**src/rtl/dq_pkg.sv**
```systemverilog
package dq_pkg;

  localparam int DEPTH      = 256;
  localparam int DATA_WIDTH = 32;
  localparam int ADDR_W     = $clog2(DEPTH);
  localparam int COUNT_W    = $clog2(DEPTH + 1);

  typedef logic [2:0]            mode_t;
  typedef logic [2:0]            status_t;
  typedef logic [ADDR_W-1:0]     addr_t;
  typedef logic [COUNT_W-1:0]    count_t;
  typedef logic [DATA_WIDTH-1:0] word_t;

  localparam mode_t MODE_PUSH_FRONT = 3'd0;
  localparam mode_t MODE_PUSH_BACK  = 3'd1;
  localparam mode_t MODE_POP_FRONT  = 3'd2;
  localparam mode_t MODE_POP_BACK   = 3'd3;
  localparam mode_t MODE_READ       = 3'd4;

  localparam status_t ST_OK      = 3'd0;
  localparam status_t ST_INVALID = 3'd1;
  localparam status_t ST_EMPTY   = 3'd2;
  localparam status_t ST_FULL    = 3'd3;
  localparam status_t ST_RANGE   = 3'd4;

  localparam count_t COUNT_FULL = count_t'(DEPTH);

  typedef struct packed {
    logic  we;
    logic  re;
    addr_t addr;
    word_t wdata;
  } mem_req_t;

  typedef struct packed {
    status_t status;
    count_t  occupancy;
    logic    use_rdata;
  } result_info_t;

endpackage

```
**src/rtl/dq_ctrl.sv**
```systemverilog
module dq_ctrl (
  input  logic                 clk,
  input  logic                 rst,
  input  logic                 fire,
  input  dq_pkg::mode_t        mode,
  input  logic [31:0]          payload,
  input  logic [7:0]           position,
  output dq_pkg::mem_req_t     mem_req,
  output dq_pkg::result_info_t info
);
  import dq_pkg::*;

  addr_t  front, front_next;
  count_t count, count_next;
  word_t  word;
  count_t last;

  assign word = payload[DATA_WIDTH-1:0];
  assign last = count - count_t'(1);

  always_comb begin
    front_next     = front;
    count_next     = count;
    mem_req.we     = 1'b0;
    mem_req.re     = 1'b0;
    mem_req.addr   = front;
    mem_req.wdata  = word;
    info.status    = ST_OK;
    info.use_rdata = 1'b0;
    unique case (mode) inside
      MODE_PUSH_FRONT, MODE_PUSH_BACK: begin
        if (word == '0) begin
          info.status = ST_INVALID;
        end else if (count == COUNT_FULL) begin
          info.status = ST_FULL;
        end else begin
          mem_req.we = fire;
          count_next = count + count_t'(1);
          if (mode == MODE_PUSH_FRONT) begin
            front_next   = front - addr_t'(1);
            mem_req.addr = front - addr_t'(1);
          end else begin
            mem_req.addr = front + count[ADDR_W-1:0];
          end
        end
      end
      MODE_POP_FRONT: begin
        if (count == '0) begin
          info.status = ST_EMPTY;
        end else begin
          mem_req.re     = fire;
          info.use_rdata = 1'b1;
          front_next     = front + addr_t'(1);
          count_next     = last;
        end
      end
      MODE_POP_BACK: begin
        if (count == '0) begin
          info.status = ST_EMPTY;
        end else begin
          mem_req.re     = fire;
          mem_req.addr   = front + last[ADDR_W-1:0];
          info.use_rdata = 1'b1;
          count_next     = last;
        end
      end
      MODE_READ: begin
        if (count_t'(position) >= count) begin
          info.status = ST_RANGE;
        end else begin
          mem_req.re     = fire;
          mem_req.addr   = front + addr_t'(position);
          info.use_rdata = 1'b1;
        end
      end
      default: begin
        info.status = ST_INVALID;
      end
    endcase
    info.occupancy = count_next;
  end

  always_ff @(posedge clk) begin
    if (rst) begin
      front <= '0;
      count <= '0;
    end else if (fire) begin
      front <= front_next;
      count <= count_next;
    end
  end

  a_count_bound: assert property (@(posedge clk) disable iff (rst)
    count <= COUNT_FULL)
    else $error("entry count above depth");

  a_full_push: assert property (@(posedge clk) disable iff (rst)
    fire && info.status == ST_FULL |=> count == COUNT_FULL)
    else $error("full push changed the count");

  a_one_access: assert property (@(posedge clk) disable iff (rst)
    !(mem_req.we && mem_req.re))
    else $error("read and write in the same cycle");

endmodule

```
**config.mk**
```make
export PLATFORM = sky130hd
export DESIGN_NAME = dq_ctrl
export DESIGN_NICKNAME = d
export VERILOG_FILES = /design/src/rtl/dq_pkg.sv /design/src/rtl/dq_ctrl.sv
export SDC_FILE = /design/constraint.sdc
export NUM_CORES = 1
export LEC_CHECK = 0
export ABC_CLOCK_PERIOD_IN_PS = 6010
export BUFFER_PORTS_ARGS = -buffer_cell sky130_fd_sc_hd__buf_2
export CAP_MARGIN = 15
export CORE_MARGIN = 2
export CORE_UTILIZATION = 29
export CTS_BUF_LIST = sky130_fd_sc_hd__clkbuf_2
export DETAILED_ROUTE_END_ITERATION = 6
export SLEW_MARGIN = 20
export SYNTH_ARGS = -nofsm -noshare
export SYNTH_HDL_FRONTEND = slang
export SYNTH_SLANG_ARGS = --single-unit
```
**constraint.sdc**
```tcl
create_clock -name clk -period 6.01 [get_ports clk]
set_clock_uncertainty 0.05 [all_clocks]
set_input_delay 1.202 -clock clk [delete_from_list [all_inputs] [get_ports clk]]
set_output_delay 1.202 -clock clk [all_outputs]
set_load 0.005 [all_outputs]
```
After elaboration in Yosys (flattened, before gate mapping)
Cells that the tools add are included.
- $add $sub $neg: 7
- multiply operators: 0
- div/mod/pow operators: 0
- order comparisons: 1
- equality and inequality tests: 9
- shifts and indexed selects: 0
- multiplexer cells: 28
- bitwise gates (word level): 0
- reductions and logical operators: 7
- operators with widths (operator ; count):
    8-bit 2-to-1 mux ; 7
    9-bit 2-to-1 mux ; 5
    32-bit zero test ; 1
    8-bit adder ; 3
    8-bit one-hot mux with 3 select lines ; 1
    9-bit one-hot mux with 2 select lines ; 1
    8-bit one-hot mux with 2 select lines ; 1
    9-bit by 1-bit adder with 9-bit output (second input constant) ; 1
    9-bit equality test (second input constant) ; 1
    8-bit by 9-bit greater-or-equal comparator with 1-bit output ; 1
    9-bit zero test ; 1
    3-bit one-hot mux with 3 select lines ; 1
    9-bit by 1-bit subtractor with 9-bit output (second input constant) ; 1
    8-bit by 1-bit adder with 8-bit output (second input constant) ; 1
    2-bit inequality test (second input constant) ; 4
    8-bit by 1-bit subtractor with 8-bit output (second input constant) ; 1
    3-bit by 2-bit equality test with 1-bit output (second input constant) ; 2
    1-bit 2-to-1 mux ; 6
    3-bit 2-to-1 mux ; 2
    6-bit AND reduction ; 1
    2-bit 2-to-1 mux ; 2
    2-bit OR reduction ; 2
    3-bit by 1-bit equality test with 1-bit output (second input constant) ; 1
    3-bit equality test (second input constant) ; 1
    4 further kinds ; 4
- register bits after elaboration: 17
- bits in latches: 0
- memory bits (writable): 0
- bits in read-only memories: 0
- input bits: 46
- output and inout port bits: 55
- logic and storage cells: 54
- memories: 0

Depth between registers and ports, before layout
Gate-level depths: netlist of run 1.
- word-level depth: 5
- mapped depth: 13
- mapped depth without buffers: 13

Least setup slack after synthesis of run 1
OpenSTA, ideal clock, no wires.
- kind: input-to-output
- start point: input position[2]
- end point: output mem_req[38] (netlist name)
- arrival time: 2.878 ns
- data required time: 4.758 ns
- path slack: 1.880 ns
- stages on the path: 9
- path buffers: 1
- path through: ha_1 -> nor4_1 -> o21ai_0 -> a31oi_1 -> nor2b_1 -> buf_2 -> nor3_4 -> a222oi_1 -> nand2_1
- RTL lines (what ; line ; RTL):
    start, declared ; dq_ctrl.sv:7 ; input logic [7:0] position,
    end, declared ; dq_ctrl.sv:8 ; output dq_pkg::mem_req_t mem_req,

==> results.toml, run 1 <==
[timing]
tightest_slew_ns = 0.798
slew_headroom_pct = 46.5
maxSlewViolCount = 0
fmax_ghz = 0.197
layout_setup_ws_ns = 0.945
rsz0062_at_grt = "false"
hold_violations = 0
post-route-period-util_pct = 84.3
setup_viol = 0
fin_crit_ns = 5.06
fin_tns_setup_ns = 0

[detailed_routing]
drc = 0
routed_wl_um = 10400
vias = 3480
viasPerCell = 5.45
drt-initial-drc-count = 210
maxUsedRoutingLayer = "met4"
first_pass_iters = 6
wl_per_cell_um = 16.3
wl_met1_um = 4690
antenna_left = 0
wl_met2_um = 4810
dr_wl_met3_um = 779

[clocking]
clk_pin_slew_worst_paths_ns = 0.16
cts_tree = "yes"
cts.sinks = 17
ctsRootBufferMaster = "clkbuf_2"
cts_setup_buffers = 0
cts_hold_buf = 0
clk_latency_ns = 0.30
cts_buffers = 3
cts-htree-levels = 1
ctsResizeCount = 0
clockBufferDepth = 2

[critical_path]
rrSetupSlack_ns = 2.98
reg2reg_from = "count[0]$_SDFFE_PP0P_"
critPathRequiredTime_ns = 4.76
worstPathArrival_ns = 3.81
r2r_cells = 10
crit_fanout = 7
start_kind = "flip-flop"
cp-startpoint = "count[1]$_SDFFE_PP0P_"
endpoint_kind = "output pin"
crit_type = "flip-flop to output pin"

[die]
start_util_pct = 29.6
dieArea_um2 = 11900
fp-row-count = 38
dieWidth_um = 109
io_pins = 101
fp.dieH_um = 109
coreArea_um2 = 10800

[synthesis]
async_reset_ff_share_pct = 0
avgSynthCellArea_um2 = 7.17
syn_area_um2 = 3210
synthFlopType = "dfxtp_1"
synth_cell_types = 65
ys_ff_latch = 17
ys.warnings.count = 0
synth-edff-count = 0
seq_area_frac_synth_pct = 10.6
synth_fp_nets = 530
synth_cells = 448

[min_path]
min_path_cells = 2
min_path_type = "flip-flop to flip-flop"
hp-start = "front[7]$_SDFFE_PP0P_"

[place]
hpwlAfterDp_um = 8440
place_area_um2 = 3550
portBuffers = 100
gp_congestion = 0.983
place_worst_setup_slack_ns = 1.09

[finish]
stdcell_area_um2 = 3570
final_nets = 581
area_delta_synth_final_pct = 11.3
drive_gt1_share_pct = 23.3
antennaDiodeCount = 0
fillCellCount = 1182

[power]
leakage_nw = 1.58
p_clk_share_pct = 11.2
combinationalPowerShare_pct = 60.1
seq_power_share_pct = 28.7
intPower_mw = 0.264
p_switching_mw = 0.213
power.density_nw_per_um2 = 134
ir_worst_vdd_mv = 0.0750
switching_share_pct = 44.6

[grt]
grt_pass1_vias = 3367
grt_max_degree = 28
grt_pass1_wl_um = 17000
grt_overflow_total = 0
grt_use_total_pct = 17.8
antenna_found_initial = 0

[job]
drv_cap = 0

[status]
status = "complete, no violations"
## stage by stage
step / util (%) / total power, mW / hold WS (ns) / std cells
after global routing: 33.0 / 0.519 / 0.621 / 638
after detailed placement: 32.7 / 0.422 / 0.554 / 634
after global placement: 32.7 / 0.419 / 0.544 / 634
after floorplan: - / 0.343 / 0.492 / 448
after CTS: 32.9 / 0.479 / 0.576 / 638
final: 33.0 / 0.477 / 0.573 / 638
## worst paths after layout
| kind | endpoint |
|---|---|
| worst max-delay path | mem_req[39] |
| worst min-delay path | front[7]$_SDFFE_PP0P_ |
| worst max register to register | count[7]$_SDFFE_PP0P_ |
| worst min register to register | front[7]$_SDFFE_PP0P_ |
## area by class of cell
type                            instances  area (um2)  share of cell area, %
Sequential cell                        17         340                   9.52
Tap cell                              140         175                   4.90
Timing Repair Buffer                  101         508                   14.2
Clock buffer                            4        20.0                  0.560
Multi-Input combinational cell        350        2430                   68.1
Inverter                               26        97.6                   2.73
## sequential cells by signal, indices dropped and copies added, names as in the netlist
| register | count |
|---|---|
| front | 8 |
| count | 9 |
## logic make-up after synthesis
| group | after synthesis | synth area share [%] |
|---|---|---|
| multiplexers | 3 | 0.935 |
| AND/OR/NAND/NOR | 157 | 25.0 |
| AO/OA/AOI/OAI | 120 | 25.6 |
| adder cells (fa/ha/maj) | 36 | 14.7 |
| flip-flops | 17 | 10.6 |
| XOR/XNOR | 34 | 9.28 |
| buffers and inverters | 81 | 13.9 |
## synth_stat cells, types with 10 or more instances
cell type  number  area share (%)
ha_1           33              13
nor2_1         35             4.1
o21ai_0        23             3.6
nor3_1         22             3.4
clkbuf_1       14             1.6
nor4_1         12             2.3
nand3_1        13             2.0
xnor2_1        27             7.4
buf_4          32             7.5
a21oi_1        27             4.2
inv_1          25             2.9
o211ai_1       10             2.3
nand2_1        33             3.9
dfxtp_1        17              11
## placed cells by master (no fill, tap or decap), drive strengths merged, types with 3 or more instances in the layout
cell and count:
o21ai 24, or3 7, a21o 3, o41ai 3, clkbuf 4, and2 5
nand2 33, nor2 36, nand3 13, nand2b 8, a221o 5, nand4 6
o21a 4, a31oi 3, nor2b 4, inv 25, ha 33, nor4 12
o21bai 3, xor2 7, nor3 24, dfxtp 17, mux2i 3, xnor2 27
a21boi 4, a22oi 4, fa 3, a21oi 27, buf 101, o31ai 5
o211ai 10
## power groups by stage
stage	registers (mW)	clock network [mW]	logic, mW
final	0.137	0.0537	0.287
after floorplan	0.126	0	0.217
after detailed placement	0.139	0	0.283
after global placement	0.139	0	0.280
after global routing	0.138	0.0614	0.319
after CTS	0.137	0.0579	0.284
## worst max-delay path, stage by stage, from the launching register on
cell      delay [ns]
dfxtp_1         0.46
inv_1           0.27
ha_1            0.31
nor3b_1         0.42
xnor2_1         0.18
inv_1           0.09
ha_1            0.36
nand3_1         0.12
o211ai_1        0.13
o41ai_1         0.41
mux2i_1         0.28
xnor2_1         0.14
nand3_1         0.08
nand4_1         0.13
buf_2           0.13
## per-layer routing
metal / vias up / global-route usage [%]
met5: - / 0
met4: 0 / 4.16
met3: 13 / 2.15
met2: 160 / 29.8
met1: 1606 / 24.5
li1: 1701 / -
No activity file was read; power rests on OpenSTA's default activity.
==> inputs of run 2 (changes only) <==
ABC_AREA = 1   (was not set)
ABC_CLOCK_PERIOD_IN_PS = 4850   (was 6010)
clock period = 4.85 ns   (was 6.01 ns; I/O delays follow)
==> run 2 against run 1 <==
Combinational power increased by 54%. First-iteration DRC count increased by 67%. Wire length increased by 15%. Flip-flop and latch count unchanged. Sequential power is 31% higher. Register-to-register slack lost 0.48 ns. Power is 47% higher. Final area grew 15%. Critical path type unchanged. Critical endpoint is now mem_req[38]. Largest cell class unchanged.
==> results.toml, run 2 <==
[place]
hpwlAfterDp_um = 9790
place_area_um2 = 4090
portBuffers = 100
place_worst_setup_slack_ns = 1.03
gp_congestion = 0.921

[die]
coreArea_um2 = 12600
dieArea_um2 = 13800
start_util_pct = 29.7
fp.dieH_um = 118
io_pins = 101
fp-row-count = 41
dieWidth_um = 118

[critical_path]
crit_fanout = 8
reg2reg_to = "front[7]$_SDFFE_PP0P_"
critPathRequiredTime_ns = 3.83
crit_path_max_incr_delay_ns = 0.53
reg2reg_from = "count[1]$_SDFFE_PP0P_"
start_kind = "flip-flop"
cp_slowest_cell = "dfxtp_1"
worstPathArrival_ns = 3.04
endpoint_kind = "output pin"
critPathTopFamily = "simple AND/OR/NAND/NOR gates"
r2r_cells = 13
rrSetupSlack_ns = 2.50
crit_type = "flip-flop to output pin"
worstPathCellList = "inv_1 -> ha_1 -> nand3_4 -> xor2_1 -> ha_1 -> nand2_1 -> inv_1 -> nand4_1 -> nand3_1 -> o21ai_0 -> a21oi_1 -> nor2_1 -> nand3_1 -> buf_2"
path_buf_inv = 3

[synthesis]
avgSynthCellArea_um2 = 5.99
syn_area_um2 = 3740
synth-edff-count = 0
synth_common_cells = "nand2_1 (165), inv_1 (69), nor2_1 (64), nand3_1 (53), buf_4 (36)"
async_reset_ff_share_pct = 0
yosysTopAreaCell = "nand2_1"
yosys-top-cells-area = "nand2_1 (17%), ha_1 (11%), dfxtp_1 (9.1%)"
synth_cells = 625
seq_area_frac_synth_pct = 9.09
synth_cell_types = 44
synth_fp_nets = 707
synth_top_area_share_pct = 16.5
synth_most_common_cell = "nand2_1"
synthFlopType = "dfxtp_1"
ys_ff_latch = 17
ys.warnings.count = 0

[finish]
area_delta_synth_final_pct = 9.90
drive_gt1_share_pct = 20.0
final_nets = 764
largest_register_ffs = 9
top_register = "count"
final_common_cell = "nand2_1"
final_cell_mix = "nand2_1 (165), buf_2 (100), inv_1 (69), nor2_1 (64), nand3_1 (53)"
finish.utilization_pct = 32.6
top_regs = "count: 9 flops, front: 8 flops"
stdcell_area_um2 = 4110
fillCellCount = 1457

[clocking]
clockBufferDepth = 2
cts_setup_buffers = 0
cts.sinks = 17
clk_pin_slew_worst_paths_ns = 0.20
ctsRootBufferMaster = "clkbuf_2"
cts-htree-levels = 1
ctsResizeCount = 0
cts_hold_buf = 0
clk_latency_ns = 0.33
cts_buffers = 3
cts_tree = "yes"

[grt]
grtUsageMet1_pct = 23.3
antenna_found_initial = 1
grt_busiest_layer = "met2"
grt_overflow_total = 0
grtUsageMet3_pct = 1.55
grt_pass1_vias = 3638
grt_pass1_wl_um = 19300
grtUsageMet2_pct = 29.0
grt_max_degree = 19
grt_use_total_pct = 17.3

[detailed_routing]
antenna_left = 0
vias = 4164
routed_wl_um = 11900
drc = 0
viasPerCell = 4.88
drt-initial-drc-count = 351
wl_per_cell_um = 13.9
first_pass_iters = 5

[power]
power.density_nw_per_um2 = 170
ir_worst_vdd_mv = 0.0412
leakage_nw = 2.24

[timing]
post-route-period-util_pct = 83.8
maxSlewViolCount = 0
rsz0062_at_grt = "false"
hold_violations = 0
fin_tns_setup_ns = 0
tightest_slew_ns = 0.647
fmax_ghz = 0.246
slew_headroom_pct = 56.8
fin_crit_ns = 4.06
setup_viol = 0
layout_setup_ws_ns = 0.787

[job]
drv_cap = 0

[min_path]
min_path_cells = 1
min_path_type = "flip-flop to flip-flop"
hp-start = "front[0]$_SDFFE_PP0P_"
hold_end = "front[0]$_SDFFE_PP0P_"

[status]
status = "complete, no violations"
==> run 2: cell count changes in the layout (fill, tap and decap cells not counted), moves of 7 or more <==
cell	delta
nand2b_1	-8
or3_1	-7
nand4_1	+9
nor2_1	+29
nand2_1	+132
inv_1	+44
nand3_1	+40
nor4_1	-11
xor2_1	+19
nor3_1	-15
xnor2_1	-22
==> run 2: through the flow <==
step	hold slack (ns)	power, mW	std cells
3_3_place_gp	0.625	0.626	849
6_report	0.663	0.701	854
3_5_place_dp	0.628	0.623	849
2_1_floorplan	0.487	0.502	625
4_1_cts	0.658	0.702	853
5_1_grt	0.717	0.769	854
==> run 2: worst max-delay path by stage <==
stage                                startpoint           to  slack [ns]  depth (start not counted)
after floorplan           count[0]$_SDFFE_PP0P_  mem_req[39]        1.63                         17
after global placement               payload[8]  mem_req[32]        1.05                         10
after detailed placement             payload[8]  mem_req[32]        1.03                         10
after CTS                 count[0]$_SDFFE_PP0P_  mem_req[39]        0.80                         16
after global routing      count[0]$_SDFFE_PP0P_  mem_req[39]        0.51                         18
final                     count[0]$_SDFFE_PP0P_  mem_req[38]        0.79                         14
==> run 2: final cells by class <==
type	count	area [um2]	share of cell area (%)
Timing Repair Buffer	101	508	12.4
Multi-Input combinational cell	481	2720	66.2
Sequential cell	17	340	8.28
Inverter	78	303	7.36
Clock buffer	4	20.0	0.487
Antenna cell	1	2.50	0.0608
Tap cell	172	215	5.23
==> run 2: kinds of logic after synthesis <==
kind of cell | count (synthesis) | share of synthesized area (%)
simple gates | 321 | 38.1
buf+inv | 127 | 18.1
compound gates | 93 | 14.8
fa+ha+maj | 36 | 12.6
xor+xnor | 31 | 7.26
flops | 17 | 9.09
==> run 2: report_power, final <==
group / internal, mW / total (mW) / switching (mW)
Combinational: 0.169 / 0.442 / 0.273
Clock: 0.0218 / 0.0785 / 0.0567
Sequential: 0.150 / 0.180 / 0.0299
Total: 0.341 / 0.701 / 0.360
==> run 2: metal layers <==
metal,part of all wire [%],wire [um]
met5,0,0
met4,2.4,289
met3,7.8,934
met2,45,5380
met1,45,5310
